`config.mk`:
```
export PLATFORM = sky130hd
export DESIGN_NAME = fvn_div
export DESIGN_NICKNAME = d
export VERILOG_FILES = /design/src/hw/rtl/fvn_pkg.sv /design/src/hw/rtl/fvn_div.sv
export SDC_FILE = /design/constraint.sdc
export NUM_CORES = 2
export LEC_CHECK = 0
export BUFFER_PORTS_ARGS = -buffer_cell sky130_fd_sc_hd__buf_2
export CORE_MARGIN = 3
export CORE_UTILIZATION = 65
export CTS_BUF_LIST = sky130_fd_sc_hd__clkbuf_2
export DETAILED_ROUTE_END_ITERATION = 16
export GPL_ROUTABILITY_DRIVEN = 0
export GPL_TIMING_DRIVEN = 1
export HOLD_SLACK_MARGIN = 0.08
export PLACE_DENSITY = 0.84
export SYNTH_ARGS = -nofsm -noshare
export SYNTH_HDL_FRONTEND = slang
export SYNTH_SLANG_ARGS = --single-unit
```
`constraint.sdc`:
```
create_clock -name clk -period 5.19 [get_ports clk]
set_input_delay 0.519 -clock clk [delete_from_list [all_inputs] [get_ports clk]]
set_output_delay 0.519 -clock clk [all_outputs]
set_load 0.02 [all_outputs]
```
`src/hw/rtl/fvn_pkg.sv`:
```
// Shared constants and types for the fractal value noise block.
// No dependencies; compiled first.
package fvn_pkg;

	localparam int MAX_OCTAVES = 8;
	localparam int OCT_W       = $clog2(MAX_OCTAVES + 1);
	localparam int CNT_W       = 4;
	localparam int AMP_W       = 17;
	localparam int VAL_W       = 24;
	localparam int TERM_W      = AMP_W + VAL_W;
	localparam int TOT_W       = TERM_W + $clog2(MAX_OCTAVES) + 1;
	localparam int NORM_W      = AMP_W + $clog2(MAX_OCTAVES) + 1;
	localparam int DIV_W       = NORM_W + 8;
	localparam int Q_W         = 16;

	localparam logic [31:0] HASH_X_MUL  = 32'h8DA6B343;
	localparam logic [31:0] HASH_Z_MUL  = 32'hD8163841;
	localparam logic [31:0] HASH_MUL_A  = 32'h2C1B3C6D;
	localparam logic [31:0] HASH_MUL_B  = 32'h297A2D39;
	localparam logic [31:0] SEED_STEP   = 32'h9E3779B9;
	localparam logic [16:0] ONE_Q16     = 17'd65536;
	localparam logic [17:0] EASE_THREE  = 18'd196608;

	typedef enum logic [1:0] {
		REG_BASE_FREQ  = 2'd0,
		REG_OCT_COUNT  = 2'd1,
		REG_OCT_GAIN   = 2'd2,
		REG_NOISE_SEED = 2'd3
	} cfg_reg_t;

endpackage

```
`src/hw/rtl/fvn_div.sv`:
```
// Pipelined restoring divider, one quotient bit per stage, for the final normalisation.
// Depends on fvn_pkg.
module fvn_div (
	input  logic                        clk,
	input  logic                        en,
	input  logic [fvn_pkg::TOT_W-1:0]   total,
	input  logic [fvn_pkg::DIV_W-1:0]   divisor,
	output logic [fvn_pkg::Q_W-1:0]     quotient
);

	logic [fvn_pkg::TOT_W-1:0] rem_s [1:fvn_pkg::Q_W];
	logic [fvn_pkg::Q_W-1:0]   q_s   [1:fvn_pkg::Q_W];

	for (genvar g = 0; g < fvn_pkg::Q_W; g++) begin : g_stage
		localparam int B = fvn_pkg::Q_W - 1 - g;
		logic [fvn_pkg::TOT_W-1:0] r_in, dsh;
		logic [fvn_pkg::Q_W-1:0]   q_in;
		logic                      ge;
		if (g == 0) begin : g_first
			assign r_in = total;
			assign q_in = '0;
		end else begin : g_rest
			assign r_in = rem_s[g];
			assign q_in = q_s[g];
		end
		assign dsh = fvn_pkg::TOT_W'(divisor) << B;
		assign ge  = r_in >= dsh;
		always_ff @(posedge clk) begin
			if (en) begin
				rem_s[g+1] <= ge ? r_in - dsh : r_in;
				q_s[g+1]   <= {q_in[fvn_pkg::Q_W-2:0], ge};
			end
		end
	end

	assign quotient = q_s[fvn_pkg::Q_W];

endmodule
```
==> flow_summary.yaml <==
final_layout:
  fin_area_mm2: 0.0608
  layout.nets: 6411
  drive_above_1_share: 0.102
  fill_cells: 5554
  final_util: 0.733
  area_growth_syn_to_layout_pct: 10.7
sta:
  report.final.hold_viol_count: 0
  relSlewSlack: 0.191
  slew_violations: 0
  max_freq_mhz: 198
  period_share: 0.975
  final.min_clock_period_ns: 5.06
  rsz0062_at_grt: "no"
  setup-tns-final_ns: 0
  holdWs_ns: 0.142
  tightest_slew_ns: 1.21
  setup_violations: 0
  finClkSkew_ns: 0.148
placement:
  place_area_mm2: 0.0571
  io_buffers: 91
  dp_hpwl_mm: 108
flow_run:
  cap_violations: 0
detailed_routing:
  met1Wirelength_mm: 56.7
  routed_wl_mm: 159
  firstDrtPassIters: 8
  drt_iter0_drc: 5820
  routed.top_layer: "met5"
  vias: 47300
  met3_length_mm: 16.3
  met2_length_mm: 71.9
  ant_nets: 0
  vias_per_cell: 6.62
  wire_per_inst_um: 22.3
  drc_errors: 0
critical_path:
  reg2reg_depth: 14
  cp_common_cell: "dlygate4sd3_1"
  crit_family: "buffers and inverters"
  crit_slowest_cell: "dlygate4sd3_1"
  r2r_slack_ns: 0.93
  required_ns: 6.57
  cpPeakStageDelay_ns: 0.62
  path_cells: "dlygate4sd3_1 > buf_2 > dlygate4sd3_1 > inv_1 > ha_1 > fa_1 > nand2b_1 > a21oi_1 > o41a_1 > a211oi_4 > o22ai_1 > o41ai_2 > nand2b_1 > o211ai_1 > buf_6 > nor2_1 > dlygate4sd3_1 > a21oi_1 > dlygate4sd3_1"
  crit_path_max_fanout: 43
  timing.rr.end: "rem_s[0][711]"
  startpoint_type: "input pin"
  end_kind: "register"
  arrival_ns: 6.44
  worst-path-buf-inv: 7
  worstReg2RegStart: "rem_s[0][631]"
  path_class: "in -> reg"
synth:
  ys_ff_latch: 811
  synthFlopType: "edfxtp_1"
  synth_edf_count: 811
  synth_area_mm2: 0.0549
  synth-async-reset-ratio: 0
  ys_types: 100
  synth.avg_cell_area_um2: 10.1
  yosys_warnings: 0
  yosysSeqAreaShare: 0.443
  syn_nets: 6001
  synthCells: 5446
hold_path:
  whs_path_depth: 3
  hold_path_end: "rem_s[0][49]"
  min-delay-start: "total[4]"
  hp-class: "in -> reg"
clock_tree:
  cts-root-buf: "clkbuf_2"
  clkLatencyLatePin_ns: 1.70
  h-tree-depth: 4
  cts.clk_slew.worst_paths_ns: 0.23
  clock_sinks: 811
  cts_post_setup_buffers_inserted: 0
  cts_buffer_depth: 3
  cts_buffers: 203
  cts_tree: "built"
floorplan:
  die_h_um: 297
  coreArea_mm2: 0.0829
  fp-row-count: 105
  pin_count: 92
  die_w_um: 297
  initial_utilization: 0.663
  dieArea_mm2: 0.0880
global_routing:
  gr-total-overflow: 0
  first_global_vias: 45900
  grt.total_usage: 0.358
  grt_pass1_wl_mm: 245
  grt_max_degree: 135
  antenna_found_initial: 14
power:
  p_leak_nw: 23.9
  p_per_area_mw_per_mm2: 545
  peakVddDrop_uv: 309
outcome:
  status: "complete, no violations"
per-layer routing:
metal | vias to the layer above | track usage
met5 | - | 0.00488
met3 | 980 | 0.0991
met4 | 10 | 0.284
met1 | 21800 | 0.410
met2 | 3072 | 0.569
li1 | 21500 | -
cells in the mapped netlist, drive strengths merged, types with 12 or more instances:
cell type	number	area share
a2111oi	12	0.0024
a21o	243	0.033
or3	37	0.0043
nor4b	12	0.0019
buf	38	0.0036
xor2	223	0.036
a21boi	17	0.0023
edfxtp	811	0.44
a21oi	486	0.044
o211ai	31	0.0043
nand4b	16	0.0026
nor3b	13	0.0018
xnor2	265	0.042
o21ai	501	0.046
nor2	327	0.022
o31ai	35	0.0050
nor2b	57	0.0065
o21bai	57	0.0078
or4	22	0.0030
o21a	52	0.0071
nand3	104	0.0095
clkbuf	108	0.0074
nand2	553	0.038
nor4	71	0.0083
a211oi	44	0.0064
nand4	87	0.0099
and3	40	0.0046
ha	464	0.11
inv	181	0.012
a211o	20	0.0032
a31oi	52	0.0059
mux2	58	0.012
and2	25	0.0028
o2111ai	14	0.0022
nand2b	88	0.010
fa	15	0.0055
or2	18	0.0021
nand3b	14	0.0019
nor3	98	0.0090
repair_timing:
item	CTS	global route
hold buffers	170	0
endpoints found under the hold margin	1046	0
gates resized for setup	0	2
setup endpoints to repair	0	8
per-stage QoR:
stage          worst slack (ns)  power [mW]  instances
5_1_grt                  0.0262        35.3       7141
4_1_cts                   0.688        32.5       7128
2_1_floorplan              1.36        23.6       5446
3_5_place_dp              0.450        27.8       6604
3_3_place_gp              0.592        27.3       6604
6_report                  0.128        33.1       7146
registers in the layout, indices dropped and copies added (netlist names):
register,count
q_s,136
rem_s,675
power breakdown:
part | switching (mW) | internal [mW] | leakage (nW)
clock network | 2.90 | 1.63 | 1.39
registers | 1.60 | 10.3 | 7.80
logic | 9.63 | 7.05 | 14.7
total | 14.1 | 19.0 | 23.9
cells in the final DEF (no fill, tap or decap), drive strengths merged, types with 223 or more instances in the layout:
cell type,synthesis,layout
nand2,553,553
xnor2,265,265
clkbuf,108,282
a21oi,486,486
o21ai,501,501
a21o,243,243
xor2,223,223
nor2,327,327
ha,464,464
edfxtp,811,811
worst register-to-register path, cell delays in order (launching register included):
cell and delay (ns):
edfxtp_1 0.47, inv_1 0.10, ha_1 0.15, inv_1 0.07, fa_1 0.44, a211o_1 0.36, a2111oi_2 0.38, nor3_1 0.14
o21ai_2 0.28, o31ai_2 0.14, a221o_1 0.43, a21oi_4 0.53, nor3b_1 0.24, a31o_2 0.30, nand2_1 0.06
cells by family (layout without fill, tap and decap cells):
group / count (synthesis) / after routing / synth area share
AO/OA/AOI/OAI: 1675 / 1675 / 0.189
adder cells (fa/ha/maj): 479 / 479 / 0.111
buffers and inverters: 327 / 886 / 0.0235
AND/OR/NAND/NOR: 1603 / 1603 / 0.142
other: 0 / 18 / 0
multiplexers: 63 / 63 / 0.0128
flip-flops: 811 / 811 / 0.443
XOR/XNOR: 488 / 488 / 0.0778
final cells by class:
cell class	count	area, um^2	area share
Inverter	181	682	0.0112
Tap cell	1123	1410	0.0231
Antenna cell	18	45.0	0.000741
Sequential cell	811	24400	0.401
Multi-Input combinational cell	4308	29400	0.484
Timing Repair Buffer	351	3040	0.0500
Clock inverter	72	435	0.00716
Clock buffer	282	1410	0.0232
worst max-delay path by stage:
stage / startpoint / endpoint / slack (ns) / cells after the start
6_report: total[15] / rem_s[0][62] / 0.13 / 19
5_1_grt: total[15] / rem_s[0][80] / 0.03 / 19
4_1_cts: total[15] / rem_s[0][67] / 0.69 / 19
3_5_place_dp: divisor[0] / rem_s[0][689] / 0.45 / 13
3_3_place_gp: divisor[0] / rem_s[0][689] / 0.59 / 13
2_1_floorplan: divisor[1] / rem_s[0][717] / 1.36 / 13
No activity file was read; power rests on OpenSTA's default activity.
